===== src/design/jap_pkg.sv =====
// Shared types and constants for the joint angle P controller.
// No dependencies; every other design file refers to this package by scoped names.
package jap_pkg;

    localparam int NUM_JOINTS = 6;

    // fixed field widths
    localparam int ANGLE_W    = 19;
    localparam int VEL_W      = 21;
    localparam int OFFSET_W   = 18;
    localparam int TOL_W      = 16;
    localparam int GAIN_W     = 4;
    localparam int CFG_IDX_W  = 2;
    localparam int CFG_DATA_W = 18;

    // configuration register indexes
    localparam logic [CFG_IDX_W-1:0] CFG_OFFSET = 2'd0;
    localparam logic [CFG_IDX_W-1:0] CFG_GOAL   = 2'd1;
    localparam logic [CFG_IDX_W-1:0] CFG_ABORT  = 2'd2;
    localparam logic [CFG_IDX_W-1:0] CFG_GAIN   = 2'd3;

    // configuration reset values
    localparam logic signed [OFFSET_W-1:0] OFFSET_RST = 18'sd0;
    localparam logic [TOL_W-1:0]           GOAL_RST   = 16'd256;
    localparam logic [TOL_W-1:0]           ABORT_RST  = 16'd10240;
    localparam logic [GAIN_W-1:0]          GAIN_RST   = 4'd2;

    // lane pipeline stages
    localparam int NUM_STAGES = 5;
    localparam int ST_MAP  = 0;  // physical map, bias to non-negative
    localparam int ST_MUL  = 1;  // reciprocal multiply
    localparam int ST_WRAP = 2;  // remainder, wrap to [-180,180)
    localparam int ST_ERR  = 3;  // shortest error, tolerance compares
    localparam int ST_VEL  = 4;  // gain multiply

    // DH to physical target map, one bit per joint
    localparam logic [NUM_JOINTS-1:0] JNT_ADD_TARGET   = 6'b000010;
    localparam logic [NUM_JOINTS-1:0] JNT_USE_OFFSET   = 6'b100010;
    localparam logic [NUM_JOINTS-1:0] JNT_QUARTER_BASE = 6'b000100;

    typedef struct packed {
        logic [NUM_STAGES-1:0] en;
    } pipe_ctrl_t;

    typedef struct packed {
        logic signed [VEL_W-1:0] vel;
        logic                    move;
        logic                    over;
    } lane_res_t;

endpackage


===== src/design/jap_if.sv =====


interface jap_out_if;
    logic valid;
    logic ready;
    logic signed [jap_pkg::VEL_W-1:0] velocity_one;
    logic signed [jap_pkg::VEL_W-1:0] velocity_two;
    logic signed [jap_pkg::VEL_W-1:0] velocity_three;
    logic signed [jap_pkg::VEL_W-1:0] velocity_four;
    logic signed [jap_pkg::VEL_W-1:0] velocity_five;
    logic signed [jap_pkg::VEL_W-1:0] velocity_six;
    logic reached;
    logic abort_flag;

    modport source (
        output valid, velocity_one, velocity_two, velocity_three, velocity_four,
               velocity_five, velocity_six, reached, abort_flag,
        input  ready
    );
    modport sink (
        input  valid, velocity_one, velocity_two, velocity_three, velocity_four,
               velocity_five, velocity_six, reached, abort_flag,
        output ready
    );
endinterface


===== src/design/jap_merge.sv =====
// Merge stage: combines per-lane flags into reached / abort and holds the
// output register of the result channel. Depends on jap_pkg and jap_out_if.
module jap_merge (
    input  logic               clk,
    input  logic               rst_n,
    input  jap_pkg::lane_res_t res [jap_pkg::NUM_JOINTS],
    input  logic               res_valid,
    output logic               space,
    jap_out_if.source          out_ch
);

    logic                             valid_reg;
    logic                             valid_next;
    logic signed [jap_pkg::VEL_W-1:0] vel_reg [jap_pkg::NUM_JOINTS];
    logic                             reached_reg;
    logic                             reached_next;
    logic                             abort_reg;
    logic                             abort_next;
    logic                             load;

    assign space = !valid_reg || out_ch.ready;
    assign load  = res_valid && space;

    always_comb
    begin
        reached_next = 1'b1;
        abort_next   = 1'b0;
        for (int j = 0; j < jap_pkg::NUM_JOINTS; j++)
        begin
            reached_next = reached_next & ~res[j].move;
            abort_next   = abort_next | (res[j].move & res[j].over);
        end
        valid_next = load || (valid_reg && !out_ch.ready);
    end

    always_ff @(posedge clk or negedge rst_n)
    begin
        if (!rst_n)
        begin
            valid_reg <= 1'b0;
        end
        else
        begin
            valid_reg <= valid_next;
        end
    end

    always_ff @(posedge clk)
    begin
        if (load)
        begin
            for (int j = 0; j < jap_pkg::NUM_JOINTS; j++)
            begin
                vel_reg[j] <= res[j].vel;
            end
            reached_reg <= reached_next;
            abort_reg   <= abort_next;
        end
    end

    assign out_ch.valid          = valid_reg;
    assign out_ch.velocity_one   = vel_reg[0];
    assign out_ch.velocity_two   = vel_reg[1];
    assign out_ch.velocity_three = vel_reg[2];
    assign out_ch.velocity_four  = vel_reg[3];
    assign out_ch.velocity_five  = vel_reg[4];
    assign out_ch.velocity_six   = vel_reg[5];
    assign out_ch.reached        = reached_reg;
    assign out_ch.abort_flag     = abort_reg;

endmodule


===== src/flat_wrapper.sv =====
// flat-port wrapper written by rule: the top's interface ports become plain ports
module jap_merge_flat 
  (clk, rst_n, res, res_valid, space, out_ch_valid, out_ch_velocity_one, out_ch_velocity_two, out_ch_velocity_three, out_ch_velocity_four, out_ch_velocity_five, out_ch_velocity_six, out_ch_reached, out_ch_abort_flag, out_ch_ready);
  jap_out_if out_ch_i ();
  input  logic clk;
  input  logic rst_n;
  input  jap_pkg::lane_res_t res[jap_pkg::NUM_JOINTS];
  input  logic res_valid;
  output logic space;
  output wire logic [$bits(out_ch_i.valid)-1:0] out_ch_valid;
  output wire logic [$bits(out_ch_i.velocity_one)-1:0] out_ch_velocity_one;
  output wire logic [$bits(out_ch_i.velocity_two)-1:0] out_ch_velocity_two;
  output wire logic [$bits(out_ch_i.velocity_three)-1:0] out_ch_velocity_three;
  output wire logic [$bits(out_ch_i.velocity_four)-1:0] out_ch_velocity_four;
  output wire logic [$bits(out_ch_i.velocity_five)-1:0] out_ch_velocity_five;
  output wire logic [$bits(out_ch_i.velocity_six)-1:0] out_ch_velocity_six;
  output wire logic [$bits(out_ch_i.reached)-1:0] out_ch_reached;
  output wire logic [$bits(out_ch_i.abort_flag)-1:0] out_ch_abort_flag;
  input wire logic [$bits(out_ch_i.ready)-1:0] out_ch_ready;
  assign out_ch_valid = out_ch_i.valid;
  assign out_ch_velocity_one = out_ch_i.velocity_one;
  assign out_ch_velocity_two = out_ch_i.velocity_two;
  assign out_ch_velocity_three = out_ch_i.velocity_three;
  assign out_ch_velocity_four = out_ch_i.velocity_four;
  assign out_ch_velocity_five = out_ch_i.velocity_five;
  assign out_ch_velocity_six = out_ch_i.velocity_six;
  assign out_ch_reached = out_ch_i.reached;
  assign out_ch_abort_flag = out_ch_i.abort_flag;
  assign out_ch_i.ready = out_ch_ready;
  jap_merge u_core (.clk(clk), .rst_n(rst_n), .res(res), .res_valid(res_valid), .space(space), .out_ch(out_ch_i));
endmodule

===== config.mk =====
export PLATFORM = sky130hd
export DESIGN_NAME = jap_merge_flat
export DESIGN_NICKNAME = d
export VERILOG_FILES = /design/src/design/jap_pkg.sv /design/src/design/jap_if.sv /design/src/design/jap_merge.sv /design/src/flat_wrapper.sv
export SDC_FILE = /design/constraint.sdc
export NUM_CORES = 1
export LEC_CHECK = 0
export BUFFER_PORTS_ARGS = -buffer_cell sky130_fd_sc_hd__buf_2
export CAP_MARGIN = 15
export CORE_MARGIN = 4
export CORE_UTILIZATION = 41
export CTS_CLUSTER_SIZE = 20
export DETAILED_ROUTE_END_ITERATION = 10
export GPL_TIMING_DRIVEN = 1
export PLACE_DENSITY = 0.8
export SYNTH_ARGS = -nofsm -noshare
export SYNTH_HDL_FRONTEND = slang
export SYNTH_SLANG_ARGS = --single-unit
export TNS_END_PERCENT = 50

===== constraint.sdc =====
create_clock -name clk -period 4.74 [get_ports clk]
set_input_delay 0.474 -clock clk [delete_from_list [all_inputs] [get_ports clk]]
set_output_delay 0.474 -clock clk [all_outputs]
set_load 0.05 [all_outputs]

==> results.json <==
{
  "drc": 0,
  "antenna_left": 0,
  "timing.final.crit_share": 0.503,
  "syn_nets": 280,
  "synth_cell_types": 8,
  "critPathTopFamily": "simple AND/OR/NAND/NOR gates",
  "routabilityCongestion": 0.738,
  "clockRootBuffer": "clkbuf_8",
  "die_h_um": 106,
  "yosys-top-cells-count": "edfxtp_1 (128), a22oi_1 (3), nand2b_1 (2)",
  "cpPeakStageDelay_ps": 780,
  "synth_most_common_cell": "edfxtp_1",
  "drt_iter0_markers": 96,
  "fp.dieW_um": 106,
  "port_buffers": 271,
  "ys_warn_count": 0,
  "hold_viol_final": 0,
  "ys_ff_latch": 129,
  "critPathMaxFanout": 73,
  "wirelength_mm": 9.84,
  "worstPathRequired_ps": 4860,
  "netlist_area_um2": 3940,
  "antenna_found_initial": 0,
  "post-place-cells": 539,
  "area_delta_synth_final_pct": 55.1,
  "crit_buf_inv": 1,
  "synth.area.top_cells": "edfxtp_1 (98%), dfrtp_1 (0.64%), a22oi_1 (0.57%)",
  "rr_worst_depth": 3,
  "grtUsageTotal": 0.174,
  "die_area_um2": 11200,
  "grt_start_max_net_pins": 74,
  "initial_core_util": 0.424,
  "max_slew_margin": 0.376,
  "largest_reg_flops": 126,
  "wl_per_cell_um": 17.2,
  "p_per_area_nw_per_um2": 504,
  "grt_first_pass_wirelength_mm": 14.5,
  "grt_pass1_vias": 2740,
  "htree_levels": 4,
  "status": "finished clean",
  "cts_buffers": 17,
  "fp.coreArea_um2": 9280,
  "path_cells": "nand2b_1 > and2_4 > buf_4",
  "synth-edff-count": 128,
  "max_freq_ghz": 0.419,
  "path_depth": 3,
  "max_cap_violations": 0,
  "synthFlopType": "edfxtp_1",
  "yosys.area.top_type_share": 0.976,
  "num_antenna_cells": 0,
  "synth_cells": 138,
  "drive_gt1_frac": 0.686,
  "finalMaxSlewViolations": 0,
  "cp_slowest_cell": "and2_4",
  "fin_cells": 572,
  "fp-row-count": 35,
  "worst_pin_slew_ps": 936,
  "hold_path_depth": 1,
  "rsz0062_at_grt": "false",
  "cts_tree": "yes",
  "yosysSeqAreaShare": 0.983,
  "clk_pin_slew_ps": 60,
  "async_flop_share": 0.00775,
  "fin_nets": 572,
  "tns_ps": 0,
  "vias": 2511,
  "syn_area_per_cell_um2": 28.5,
  "ir_worst_vdd_mv": 0.268,
  "worstSetupPathType": "flip-flop to flip-flop",
  "fin_skew_ps": 6.18,
  "clockBufferDepth": 2,
  "firstDrtPassIters": 4,
  "grt-ovfl-total": 0,
  "cp-end-kind": "flip-flop",
  "power_leakage_nw": 2.63,
  "ios": 272,
  "period_needed_ps": 2390,
  "startpoint_type": "flip-flop",
  "crit_arrival_ps": 2510,
  "fin_util": 0.658,
  "clock-sinks": 129,
  "synth_area_leader_cell": "edfxtp_1",
  "detail_route.vias_per_cell": 4.39,
  "hold_path_class": "input port to flip-flop",
  "setup_viol": 0,
  "clk_latency_ps": 490
}
## final timing paths
check / from / end / slack, ps
worst max register to register: u_core.out_ch.valid / u_core.vel_reg[1][6] / 2350
min in group asynchronous: rst_n / u_core.out_ch.valid / 280
worst max-delay path: u_core.out_ch.valid / u_core.vel_reg[1][6] / 2350
worst min register to register: u_core.out_ch.valid / u_core.out_ch.valid / 530
max in group asynchronous: rst_n / u_core.out_ch.valid / 4370
worst min-delay path: res[85] / u_core.vel_reg[2][14] / 150
## cells by family after synthesis
family	after synthesis	share of synthesized area
flip-flops	129	0.983
AND/OR/NAND/NOR	6	0.0114
AO/OA/AOI/OAI	3	0.00572
## layout make-up
cell class	count	area, µm²
clock buffer	18	418
clock inverter	14	213
fill	703	3180
multi-input combinational	9	70.1
sequential	129	3870
tap	129	161
timing repair buffer	273	1370
## placed cells by master, fill, tap and decap left out
cell type and instances:
buf_2 271, edfxtp_1 128, clkbuf_16 16, bufinv_16 5
a22oi_1 3, clkinv_4 3, nand2b_1 2, clkinv_1 2
clkinvlp_4 2, or4_4 1, nor3_2 1, nand3_1 1
and2_4 1, clkbuf_8 1, clkinv_2 1, clkbuf_1 1
inv_6 1, dlygate4sd3_1 1, buf_4 1, dfrtp_1 1
## timing repair
item	CTS	global route
endpoints found under the setup margin	0	0
setup buffers	0	0
gates resized for setup	0	0
hold buffers	1	0
hold endpoints to repair	1	0
## stage by stage
| stage | setup WS (ps) | instance area [µm²] | total power, mW | hold slack (ps) |
|---|---|---|---|---|
| floorplan | 159 | 3940 | 1.62 | 178 |
| global placement | 2240 | 5460 | 1.73 | 255 |
| detailed placement | 2140 | 5460 | 1.74 | 254 |
| CTS | 2340 | 6100 | 3.11 | 123 |
| global route | 2140 | 6100 | 3.19 | 114 |
| finish | 2350 | 6100 | 3.08 | 153 |
## layer usage
layer / vias to the layer above / wire (µm) / track usage
met4: 0 / 140 / 0.0509
met2: 171 / 5290 / 0.320
met3: 12 / 1250 / 0.0990
met1: 1177 / 3150 / 0.161
li1: 1151 / - / -
met5: - / 0 / 0
## power breakdown
part           internal [mW]  leakage [nW]  switching (mW)
logic                 0.0825          1.10           0.280
clock network          0.907         0.300           0.461
registers               1.33          1.23          0.0140
Power figures use the tool's default switching activity.
