--- config.mk ---
export PLATFORM = sky130hd
export DESIGN_NAME = jap_lane
export DESIGN_NICKNAME = d
export VERILOG_FILES = /design/src/design/jap_pkg.sv /design/src/design/jap_lane.sv
export SDC_FILE = /design/constraint.sdc
export NUM_CORES = 1
export LEC_CHECK = 0
export ABC_AREA = 1
export BUFFER_PORTS_ARGS = -buffer_cell sky130_fd_sc_hd__buf_4
export CORE_MARGIN = 1.5
export CORE_UTILIZATION = 62
export CTS_BUF_LIST = sky130_fd_sc_hd__clkbuf_4 sky130_fd_sc_hd__clkbuf_8
export CTS_CLUSTER_DIAMETER = 50
export DETAILED_ROUTE_END_ITERATION = 7
export PLACE_DENSITY_LB_ADDON = 0.12
export SKIP_LAST_GASP = 1
export SYNTH_ARGS = -nofsm -noshare
export SYNTH_HDL_FRONTEND = slang
export SYNTH_SLANG_ARGS = --single-unit
--- constraint.sdc ---
create_clock -name clk -period 6.3 [get_ports clk]
set_input_delay 0.945 -clock clk [delete_from_list [all_inputs] [get_ports clk]]
set_output_delay 0.945 -clock clk [all_outputs]
set_load 0.005 [all_outputs]
--- src/design/jap_pkg.sv ---
// Shared types and constants for the joint angle P controller.
// No dependencies; every other design file refers to this package by scoped names.
package jap_pkg;

    localparam int NUM_JOINTS = 6;

    // fixed field widths
    localparam int ANGLE_W    = 19;
    localparam int VEL_W      = 21;
    localparam int OFFSET_W   = 18;
    localparam int TOL_W      = 16;
    localparam int GAIN_W     = 4;
    localparam int CFG_IDX_W  = 2;
    localparam int CFG_DATA_W = 18;

    // configuration register indexes
    localparam logic [CFG_IDX_W-1:0] CFG_OFFSET = 2'd0;
    localparam logic [CFG_IDX_W-1:0] CFG_GOAL   = 2'd1;
    localparam logic [CFG_IDX_W-1:0] CFG_ABORT  = 2'd2;
    localparam logic [CFG_IDX_W-1:0] CFG_GAIN   = 2'd3;

    // configuration reset values
    localparam logic signed [OFFSET_W-1:0] OFFSET_RST = 18'sd0;
    localparam logic [TOL_W-1:0]           GOAL_RST   = 16'd256;
    localparam logic [TOL_W-1:0]           ABORT_RST  = 16'd10240;
    localparam logic [GAIN_W-1:0]          GAIN_RST   = 4'd2;

    // lane pipeline stages
    localparam int NUM_STAGES = 5;
    localparam int ST_MAP  = 0;  // physical map, bias to non-negative
    localparam int ST_MUL  = 1;  // reciprocal multiply
    localparam int ST_WRAP = 2;  // remainder, wrap to [-180,180)
    localparam int ST_ERR  = 3;  // shortest error, tolerance compares
    localparam int ST_VEL  = 4;  // gain multiply

    // DH to physical target map, one bit per joint
    localparam logic [NUM_JOINTS-1:0] JNT_ADD_TARGET   = 6'b000010;
    localparam logic [NUM_JOINTS-1:0] JNT_USE_OFFSET   = 6'b100010;
    localparam logic [NUM_JOINTS-1:0] JNT_QUARTER_BASE = 6'b000100;

    typedef struct packed {
        logic [NUM_STAGES-1:0] en;
    } pipe_ctrl_t;

    typedef struct packed {
        logic signed [VEL_W-1:0] vel;
        logic                    move;
        logic                    over;
    } lane_res_t;

endpackage

--- src/design/jap_lane.sv ---
// One joint lane: target map, angle wrap of target and measurement, shortest
// error, tolerance checks and gain multiply in five stages. Depends on jap_pkg.
module jap_lane #(
    parameter int LANE            = 0,
    parameter int ANGLE_FRAC_BITS = 8
) (
    input  logic                                   clk,
    input  logic signed [jap_pkg::ANGLE_W-1:0]     target,
    input  logic signed [jap_pkg::ANGLE_W-1:0]     measured,
    input  logic signed [jap_pkg::OFFSET_W-1:0]    offset,
    input  logic        [jap_pkg::TOL_W-1:0]       goal_tol,
    input  logic        [jap_pkg::TOL_W-1:0]       abort_tol,
    input  logic        [jap_pkg::GAIN_W-1:0]      gain,
    input  jap_pkg::pipe_ctrl_t                    ctrl,
    output jap_pkg::lane_res_t                     res
);

    localparam int F    = ANGLE_FRAC_BITS;
    localparam int AW   = F + 9;        // wrapped angle / error, signed
    localparam int MAGW = F + 8;        // error magnitude
    localparam int RW   = F + 10;       // remainder before final correction
    localparam int PW   = ((F + 8 > jap_pkg::ANGLE_W) ? F + 8 : jap_pkg::ANGLE_W) + 2;
    localparam int XW   = PW + 1;
    localparam int UW   = XW + 1;       // biased, non-negative angle
    localparam int CW   = (MAGW > jap_pkg::TOL_W) ? MAGW : jap_pkg::TOL_W;
    localparam int PVW  = AW + jap_pkg::GAIN_W + 1;

    localparam longint HALF = longint'(180) << F;
    localparam longint FULL = HALF * 2;
    localparam longint BASE = longint'(jap_pkg::JNT_QUARTER_BASE[LANE] ? 90 : 180) << F;
    localparam longint KOFF = ((longint'(1) << (XW - 1)) + FULL - 1) / FULL;
    localparam longint BIAS = HALF + KOFF * FULL;
    // floor(x / FULL) estimated as (x * RECIP) >> UW, low by at most one
    localparam longint RECIP = (longint'(1) << UW) / FULL;
    localparam int     MW    = $clog2(RECIP + 1);
    localparam int     PRW   = UW + MW;

    localparam bit ADD_TGT    = jap_pkg::JNT_ADD_TARGET[LANE];
    localparam bit USE_OFFSET = jap_pkg::JNT_USE_OFFSET[LANE];

    localparam logic signed [PW-1:0] BASE_S   = PW'(BASE);
    localparam logic signed [UW:0]   BIAS_S   = (UW + 1)'(BIAS);
    localparam logic [MW-1:0]        RECIP_U  = MW'(RECIP);
    localparam logic [UW-1:0]        FULL_U   = UW'(FULL);
    localparam logic [RW-1:0]        FULL_R   = RW'(FULL);
    localparam logic signed [RW:0]   HALF_R   = (RW + 1)'(HALF);
    localparam logic signed [AW:0]   HALF_D   = (AW + 1)'(HALF);
    localparam logic signed [AW:0]   FULL_D   = (AW + 1)'(FULL);

    // index 0 carries the target, index 1 the measurement
    logic [UW-1:0]         xo_reg   [2];
    logic [UW-1:0]         xo_next  [2];
    logic [PRW-1:0]        prod_reg [2];
    logic [PRW-1:0]        prod_next[2];
    logic [UW-1:0]         xo2_reg  [2];
    logic signed [AW-1:0]  ang_reg  [2];
    logic signed [AW-1:0]  ang_next [2];
    logic signed [AW-1:0]  err_reg;
    logic signed [AW-1:0]  err_next;
    logic                  move_reg;
    logic                  move_next;
    logic                  over_reg;
    logic                  over_next;
    jap_pkg::lane_res_t    res_reg;
    jap_pkg::lane_res_t    res_next;

    logic signed [PW-1:0]  base_val;
    logic signed [PW-1:0]  tgt_ext;
    logic signed [PW-1:0]  phys [2];
    logic signed [UW:0]    biased [2];
    logic [UW-1:0]         rem_full [2];
    logic [RW-1:0]         rem [2];
    logic [RW-1:0]         rem_c [2];
    logic signed [RW:0]    ang_w [2];
    logic signed [AW:0]    diff;
    logic signed [AW:0]    diff_adj;
    logic signed [AW:0]    mag_s;
    logic [MAGW-1:0]       mag;
    logic signed [PVW-1:0] prod_v;

    always_comb
    begin
        base_val = USE_OFFSET ? PW'(offset) : BASE_S;
        tgt_ext  = PW'(target);
        phys[0]  = ADD_TGT ? base_val + tgt_ext : base_val - tgt_ext;
        phys[1]  = PW'(measured);
        for (int i = 0; i < 2; i++)
        begin
            biased[i]    = (UW + 1)'(phys[i]) + BIAS_S;
            xo_next[i]   = biased[i][UW-1:0];
            prod_next[i] = PRW'(xo_reg[i]) * PRW'(RECIP_U);
            rem_full[i]  = xo2_reg[i] - UW'(prod_reg[i][UW +: MW]) * FULL_U;
            rem[i]       = rem_full[i][RW-1:0];
            rem_c[i]     = (rem[i] >= FULL_R) ? rem[i] - FULL_R : rem[i];
            ang_w[i]     = $signed({1'b0, rem_c[i]}) - HALF_R;
            ang_next[i]  = ang_w[i][AW-1:0];
        end
    end

    // shortest signed difference; an error of exactly a half turn is kept
    always_comb
    begin
        diff = (AW + 1)'(ang_reg[0]) - (AW + 1)'(ang_reg[1]);
        if (diff > HALF_D)
        begin
            diff_adj = diff - FULL_D;
        end
        else if (diff < -HALF_D)
        begin
            diff_adj = diff + FULL_D;
        end
        else
        begin
            diff_adj = diff;
        end
        err_next  = diff_adj[AW-1:0];
        mag_s     = (diff_adj < 0) ? -diff_adj : diff_adj;
        mag       = mag_s[MAGW-1:0];
        move_next = CW'(mag) > CW'(goal_tol);
        over_next = CW'(mag) > CW'(abort_tol);
    end

    always_comb
    begin
        prod_v        = $signed({1'b0, gain}) * err_reg;
        res_next.vel  = move_reg ? jap_pkg::VEL_W'(prod_v) : '0;
        res_next.move = move_reg;
        res_next.over = over_reg;
    end

    always_ff @(posedge clk)
    begin
        for (int i = 0; i < 2; i++)
        begin
            if (ctrl.en[jap_pkg::ST_MAP])
            begin
                xo_reg[i] <= xo_next[i];
            end
            if (ctrl.en[jap_pkg::ST_MUL])
            begin
                prod_reg[i] <= prod_next[i];
                xo2_reg[i]  <= xo_reg[i];
            end
            if (ctrl.en[jap_pkg::ST_WRAP])
            begin
                ang_reg[i] <= ang_next[i];
            end
        end
        if (ctrl.en[jap_pkg::ST_ERR])
        begin
            err_reg  <= err_next;
            move_reg <= move_next;
            over_reg <= over_next;
        end
        if (ctrl.en[jap_pkg::ST_VEL])
        begin
            res_reg <= res_next;
        end
    end

    assign res = res_reg;

endmodule

==> run metrics, run 1 <==
status=complete, no violations; row cnt=62; Floorplan Core Area=28,900 sq um; Layout Area Growth over Synthesis=8.69%; most common cell after layout, fill and taps aside=inv_1; die area=30,600 sq um; Post-route DRC=0; multi-input logic area=between 10,000 and 15,000 sq um; routed wire length=between 30 and 40 mm; Chip Width=roughly 170 um; max incr delay on CP=0.52 ns; initial antenna violation count=0; crit-path max FO=8; CTS Root Buffer Type=clkbuf_8; worst reg2reg setup slack=1.59 ns; Buffers on Ports=102; All-Layer GR Usage=24.4%; RSZ-0062 raised after global routing=false; initial core utilization=63.5%; # fillers=between 2,000 and 2,500; EDFF count, synth=170; Die H=around 170 um; worst hold path class=reg -> reg; Sink Count=170; register area=just over 5000 sq um; Largest register FFs=44; Top FF cell, synth=edfxtp_1; Post-CTS Setup Inserts=0; final max-slew violation count=0; ys async rst share=0%; dpl hpwl=29.9 mm; final worst path period need=4.71 ns; largest net degree at the start of global routing=51; area leader, netlist=edfxtp_1; total grt overflow=0; Max Freq=212 MHz; Critical Path RT=6.52 ns; htree depth=4; antenna fix cells=0; max-cap violations=0; CTS clock-pin slew for the worst setup and hold paths=roughly 0.1 ns; most frequent cells in the layout=inv_1 (546), nand2_1 (365), ha_1 (258); first-pass GRT wire length=60.5 mm; Yosys warnings=0; CTS Buf Count=17; critical path's top delay family=adder cells; WS Path Type=reg -> reg; cts repair resizes=0; Via-to-Cell Ratio=5.17; crit path DAT=4.93 ns; synth unique cells=45; synthesized instance count=2,072; crit end category=register; synthesized area per cell=8.84 sq um; Buffers & Inverters on Critical Path=5; Clock Latency Late Sink=around 0.47 ns; CTS max path bufs=2; worst-path cell chain=ha_1 > ha_1 > inv_1 > fa_1 > inv_1 > ha_1 > fa_1 > inv_1 > ha_1 > xnor2_1 > nand3_1 > nand3_1 > nand2_1 > nand2_1 > inv_1 > ha_1 > inv_1 > nand3_1 > o21ai_0 > nand2_1 > nand2_1 > nand2_1; CP max stage cell=fa_1; Ports=121; CTS tree=done; Setup-failing EPs final=0; layout cells sized above 1=8.43%; Synth top area share=27.9%; vias after detailed routing=13,300; Initial DRC Count=621; actual slew at the worst max-slew pin=approximately 0.64 ns; Nets=between 2,000 and 3,000; hold_buf cts=0; Slew headroom=57.7%; Tcrit/Tclk final=about three quarters; Setup TNS=0 ns; DR WL/cell=about 14 um; antenna viol nets, final=0; syn nets=2,581; Hold Violations, Final=0; Synth Register Bits=170; sequential fraction of the synthesis area=27.9%; startpoint types=register; Clock Skews=roughly 0.021 ns; GP Congestion=0.892; synth top area cells=edfxtp_1 (28%), ha_1 (18%), fa_1 (17%); via count of the first global-routing pass=between 10,000 and 15,000; mapped cell area=18,300 sq um; first-pass iteration count of the detailed router=5
==> final cells by class <==
cell class / instances / area share, %
clock inverters: 14 / 0.786
multi-input cells: 1339 / 55.7
inverters: 552 / 10.4
clock buffers: 18 / 1.21
well taps: 384 / 2.41
flip-flops and latches: 170 / 25.6
repair buffers: 102 / 3.85
==> stage by stage <==
stage | worst slack (ns) | std cells | util [%] | area (sq um) | hold WS [ns]
after floorplan | 1.55 | 2072 | - | 18300 | 0.400
after global placement | 1.42 | 2547 | 67.6 | 19500 | 0.404
after detailed placement | 1.35 | 2547 | 67.6 | 19500 | 0.405
after CTS | 1.57 | 2579 | 69.0 | 19900 | 0.428
after global routing | 1.24 | 2579 | 69.0 | 19900 | 0.438
final | 1.59 | 2579 | 69.0 | 19900 | 0.425
==> kinds of logic after synthesis <==
| logic type | count (synthesis) | synth area share, % |
|---|---|---|
| and+or+nand+nor | 598 | 14.3 |
| buffers and inverters | 563 | 11.6 |
| adders and majority gates | 411 | 34.3 |
| AOI/OAI and AO/OA | 230 | 7.07 |
| DFF | 170 | 27.9 |
| xor gates and xnor gates | 100 | 4.82 |
==> cells in the mapped netlist, drive strengths merged (2+ instances only) <==
master / number
a211oi: 5
a21boi: 3
a21o: 6
a21oi: 120
a221oi: 3
a31oi: 6
a32oi: 2
and2: 5
and3: 2
clkbuf: 10
edfxtp: 170
fa: 153
ha: 258
inv: 552
nand2: 396
nand3: 64
nand3b: 6
nand4: 24
nor2: 71
nor3: 24
nor4: 4
o211ai: 8
o21a: 6
o21ai: 60
o21bai: 4
o31ai: 3
xnor2: 28
xor2: 72
==> path summary, 6_finish.rpt <==
kind,start,end,cells past startpoint
setup / recovery,prod_reg[0][25],ang_reg[0][16],22
hold / removal,xo2_reg[0][26],ang_reg[0][20],0
setup reg to reg,prod_reg[0][25],ang_reg[0][16],22
hold reg to reg,xo2_reg[0][26],ang_reg[0][20],0
==> routing by layer <==
layer | part of all wire (%) | vias up | wire (um) | GRT usage (%)
li1 | - | 6778 | - | -
met1 | 44 | 6265 | 15500 | 30.9
met2 | 50 | 253 | 17400 | 43.5
met3 | 3.4 | 49 | 1170 | 3.18
met4 | 2.4 | 0 | 840 | 7.91
met5 | 0 | - | 0 | 0
Power of run 1 is left out: the tool's default activity adds up to more than one toggle a clock period on the data nets, which glitch-free logic cannot reach.
==> run 2: changes to the inputs <==
Clock period 6.3 ns to 4.5 ns, I/O delays scaled along.
==> run 2 against run 1 <==
- sequential cell count stayed put
- maximum frequency is 8.9% higher
- hold slack worse by 0.054 ns
- non-clock buffer count is 41 higher
- cell area is 2.1% higher
- first-iteration DRC count is 31% higher
- wire length is 2.1% higher
==> run metrics, run 2 (synthesis results as in run 1) <==
CTS max path bufs=2; worst setup path start=ang_reg[0][0]; Setup-failing EPs final=0; Setup TNS=0 ns; CP Capture Point=over_reg; vias after detailed routing=~14,000; Buffers on Ports=102; grt peak-use layer=met2; hold_buf cts=0; met3 Use GR=around 3.2%; row cnt=62; Clock Skews=roughly 0.018 ns; All-Layer GR Usage=24.7%; routed wire length=35.6 mm; Clock Latency Late Sink=between 0.4 and 0.5 ns; CTS clock-pin slew for the worst setup and hold paths=around 0.1 ns; Placed Area=19,700 sq um; max-cap violations=0; Layout Area Growth over Synthesis=11.0%; Worst R2R End=over_reg; Die H=175 um; largest net degree at the start of global routing=51; total grt overflow=0; Slew headroom=56.7%; FF-to-FF path depth=28; Via-to-Cell Ratio=5.19; most frequent cells in the layout=inv_1 (545), nand2_1 (362), ha_1 (257); Post-route DRC=0; Final WS setup=0.173 ns; Most Frequent Cell on Critical Path=nand2_1; WS Path Type=reg -> reg; R2R Path Start=ang_reg[0][0]; initial core utilization=a little under two thirds; GP Congestion=between 0.8 and 0.9; CTS Buf Count=17; via count of the first global-routing pass=13,800; Hold Violations, Final=0; most common cell after layout, fill and taps aside=inv_1; layout cells sized above 1=11.3%; final max-slew violation count=0; antenna viol nets, final=0; Tcrit/Tclk final=96.1%; htree depth=4; Largest register FFs=44; CTS Root Buffer Type=clkbuf_8; worst reg2reg setup slack=0.17 ns; dpl hpwl=~30 mm; first-pass iteration count of the detailed router=5; Initial DRC Count=814; crit end category=register; die area=around 31,000 sq um; Ports=121; CP max stage cell=edfxtp_1; post-layout util=70.5%; crit-path max FO=16; M1 GR Usage=31.1%; Floorplan Core Area=~29,000 sq um; DR WL/cell=13.6 um; CTS tree=done; Design Area, Final=20,300 sq um; Max Freq=231 MHz; final worst path period need=between 4 and 5 ns; status=complete, no violations; pre-CTS WS=0.0441 ns; Sink Count=between 150 and 200; crit path DAT=4.62 ns; Nets=2,732; actual slew at the worst max-slew pin=0.650 ns; initial antenna violation count=0; max incr delay on CP=0.38 ns; startpoint types=register; Chip Width=roughly 170 um; Critical Path RT=4.79 ns; antenna fix cells=0; first-pass GRT wire length=61.3 mm; met2 Track Usage GR=44.4%; worst hold path class=in -> reg
## run 2: routing by layer
metal | wire (um) | part of all wire (%) | up-vias
met5 | 0 | 0 | -
met4 | 659 | 1.8 | 0
met3 | 1380 | 3.9 | 43
met2 | 18100 | 51 | 305
met1 | 15500 | 43 | 6397
li1 | - | - | 6865
## run 2: how the worst min path moves through the flow
| stage | startpoint | endpoint | slack [ns] | cells after the start |
|---|---|---|---|---|
| floorplan | xo2_reg[0][23] | ang_reg[0][17] | 0.40 | 0 |
| global placement | over_reg | res[0] | 0.40 | 0 |
| finish | measured[5] | xo_reg[0][28] | 0.37 | 1 |
| CTS | measured[5] | xo_reg[0][28] | 0.34 | 1 |
| global route | measured[5] | xo_reg[0][28] | 0.34 | 1 |
| detailed placement | over_reg | res[0] | 0.41 | 0 |
## run 2: critical path: cells and delay by family (launching register included)
kind	cells	cell delay (ns)
buffers and inverters	3	0.22
xor gates and xnor gates	1	0.15
adders and majority gates	4	1.01
and+or+nand+nor	16	1.81
DFF	1	0.38
AOI/OAI and AO/OA	4	0.56
## run 2: stage by stage
step	instances	hold slack, ns
2_1_floorplan	2072	0.400
3_3_place_gp	2568	0.405
3_5_place_dp	2568	0.406
4_1_cts	2600	0.340
5_1_grt	2620	0.340
6_report	2620	0.371
## run 2: final cells by class
cell class	count	area, sq um
timing repair buffer	143	1070
clock inverter	15	135
multi-input combinational	1339	11200
sequential	170	5100
clock buffer	17	234
inverter	552	2070
tap	384	480
fill	2274	8520
## run 2: what timing repair did
action	CTS	global route
resized for setup	0	35
hold endpoints to repair	0	0
endpoints found under the setup margin	0	11
setup buffers	0	20
Power of run 2 is left out for the same reason.
==> run 3: changes to the inputs <==
Settings changed: ABC_AREA 1 to unset, HOLD_SLACK_MARGIN set to 0.03.
==> run 3 against run 2 <==
- first-iteration DRC count down 25%
- via count down 8.1%
- register-to-register slack worse by 0.65 ns
- maximum frequency down 13%
- area after synthesis down 7.1%
- clock-buffer cell count up 1
- core utilization up 8.5 points
- wire length up 6.4%
- the run now ends with setup timing left
==> run metrics, run 3 <==
via count of the first global-routing pass=13,000; Via-to-Cell Ratio=approximately 5.4; Final WS setup=-0.474 ns; EDFF count, synth=170; status=complete, but fails checks; Post-synth top cells=inv_1 (362), ha_1 (258), edfxtp_1 (170), fa_1 (153), xnor2_1 (92); vias after detailed routing=12,500; syn nets=2,105; Worst R2R End=over_reg; crit path DAT=approximately 5.2 ns; worst hold path class=in -> reg; Clock Latency Late Sink=around 0.47 ns; CP max stage cell=edfxtp_1; FF-to-FF path depth=29; ys async rst share=0%; DR WL/cell=16.4 um; Setup-failing EPs final=11; layout cells sized above 1=27.8%; max incr delay on CP=about 0.36 ns; first-pass iteration count of the detailed router=5; Non-Filler Instances=2,307; final max-slew violation count=0; routed wire length=between 30 and 40 mm; max-cap violations=0; CTS tree=done; htree depth=4; dpl hpwl=27.6 mm; first-pass GRT wire length=58.4 mm; Nets=2,462; Hold Crit Depth=1; largest net degree at the start of global routing=between 50 and 60; WS Path Type=reg -> reg; Synth Register Bits=170; Most Frequent Cell on Critical Path=a21oi_1; Max Freq=201 MHz; mapped cell area=17,000 sq um; Post-route DRC=0; Chip Width=169 um; Yosys warnings=0; Die H=169 um; initial antenna violation count=0; CTS clock-pin slew for the worst setup and hold paths=0.10 ns; worst reg2reg setup slack=-0.47 ns; All-Layer GR Usage=25.5%; synth top area cells=edfxtp_1 (30%), ha_1 (19%), fa_1 (18%); antenna fix cells=0; Clock Skews=0.0139 ns; total grt overflow=0; most frequent cells in the layout=inv_1 (343), buf_4 (343), ha_1 (229); startpoint types=register; Ports=about 120; failing checks=setup timing; row cnt=60; RSZ-0062 raised after global routing=true; area leader, netlist=edfxtp_1; synthesized area per cell=approximately 11 sq um; Largest register FFs=44; Buffers on Ports=102; CTS Root Buffer Type=clkbuf_8; Tcrit/Tclk final=111%; Layout Area Growth over Synthesis=25.1%; Sink Count=170; final worst path period need=4.97 ns; Hold Violations, Final=0; sequential fraction of the synthesis area=around 30%; antenna viol nets, final=0; actual slew at the worst max-slew pin=0.622 ns; synth unique cells=68; initial core utilization=63.2%; die area=28,500 sq um; R2R Path Start=ang_reg[0][0]; GP Congestion=0.916; Slew headroom=58.5%; crit-path max FO=5; # fillers=around 1,600; count leader, synth=inv_1; Initial DRC Count=607; Hold Startpoint=measured[6]; synthesized instance count=1,596; Critical Path RT=4.73 ns; Synth top area share=30.0%; placed cells=2,217; crit end category=register; Floorplan Core Area=27,000 sq um; CTS max path bufs=2; Top FF cell, synth=edfxtp_1; Worst Hold Path EP=xo_reg[0][29]; CTS Buf Count=17
run 3: cell types whose count changed in the layout (fill, tap and decap cells not counted), moves of 41 or more:
| cell | delta |
|---|---|
| a21oi_1 | -77 |
| and2_1 | +66 |
| buf_4 | +200 |
| inv_1 | -202 |
| nand2_1 | -295 |
| nand3_1 | -41 |
| xnor2_1 | +55 |
| xor2_1 | -43 |
run 3: worst max-delay path by stage:
stage	from	end
6_report	ang_reg[0][0]	over_reg
4_1_cts	ang_reg[0][0]	over_reg
3_3_place_gp	ang_reg[0][0]	over_reg
3_5_place_dp	ang_reg[0][0]	over_reg
5_1_grt	ang_reg[0][0]	over_reg
2_1_floorplan	ang_reg[0][0]	over_reg
run 3: through the flow:
stage	util, %	instance area [sq um]	hold slack [ns]	setup slack, ns	TNS [ns]
5_1_grt	79.0	21300	0.360	-0.739	-4.58
4_1_cts	76.9	20700	0.358	-0.371	-0.795
3_3_place_gp	73.1	19700	0.402	-0.375	-2.16
3_5_place_dp	73.1	19700	0.405	-0.406	-3.56
2_1_floorplan	-	17100	0.400	-0.273	-0.379
6_report	79.0	21300	0.370	-0.474	-2.62
run 3: worst max-delay path: cells and delay by family (launching register included):
family	cells	cell delay [ns]
fa+ha+maj	3	0.83
flops	1	0.36
buf+inv	4	0.37
xor+xnor	1	0.14
compound gates	14	2.28
simple gates	7	0.75
run 3: timing repair:
action	CTS	global route
gates cloned	0	0
hold buffers	0	0
endpoints found under the setup margin	13	24
setup buffers	36	27
endpoints found under the hold margin	0	0
resized for setup	80	78
pin swaps	113	91
run 3: logic make-up after synthesis:
group,after synthesis,share of synthesized area [%]
muxes,4,0.235
xor gates and xnor gates,125,6.52
buffers and inverters,379,8.40
AOI/OAI and AO/OA,222,9.30
and+or+nand+nor,285,8.60
DFF,170,30.0
adders and majority gates,411,37.0
run 3: routing by layer:
layer	vias to the layer above	GRT usage [%]	part of all wire, %
met1	6011	30.1	39
met3	126	3.13	4.0
li1	5984	-	-
met5	-	0	0
met4	0	9.98	4.1
met2	381	47.3	52
run 3: final cells by class:
type / instances / area (sq um) / area share, %
Timing Repair Buffer: 353 / 2690 / 12.6
Multi-Input combinational cell: 1047 / 11300 / 53.2
Clock buffer: 18 / 241 / 1.13
Clock inverter: 14 / 134 / 0.629
Sequential cell: 170 / 5100 / 24.0
Inverter: 364 / 1370 / 6.43
Tap cell: 341 / 427 / 2.00
Power of run 3 is left out for the same reason.
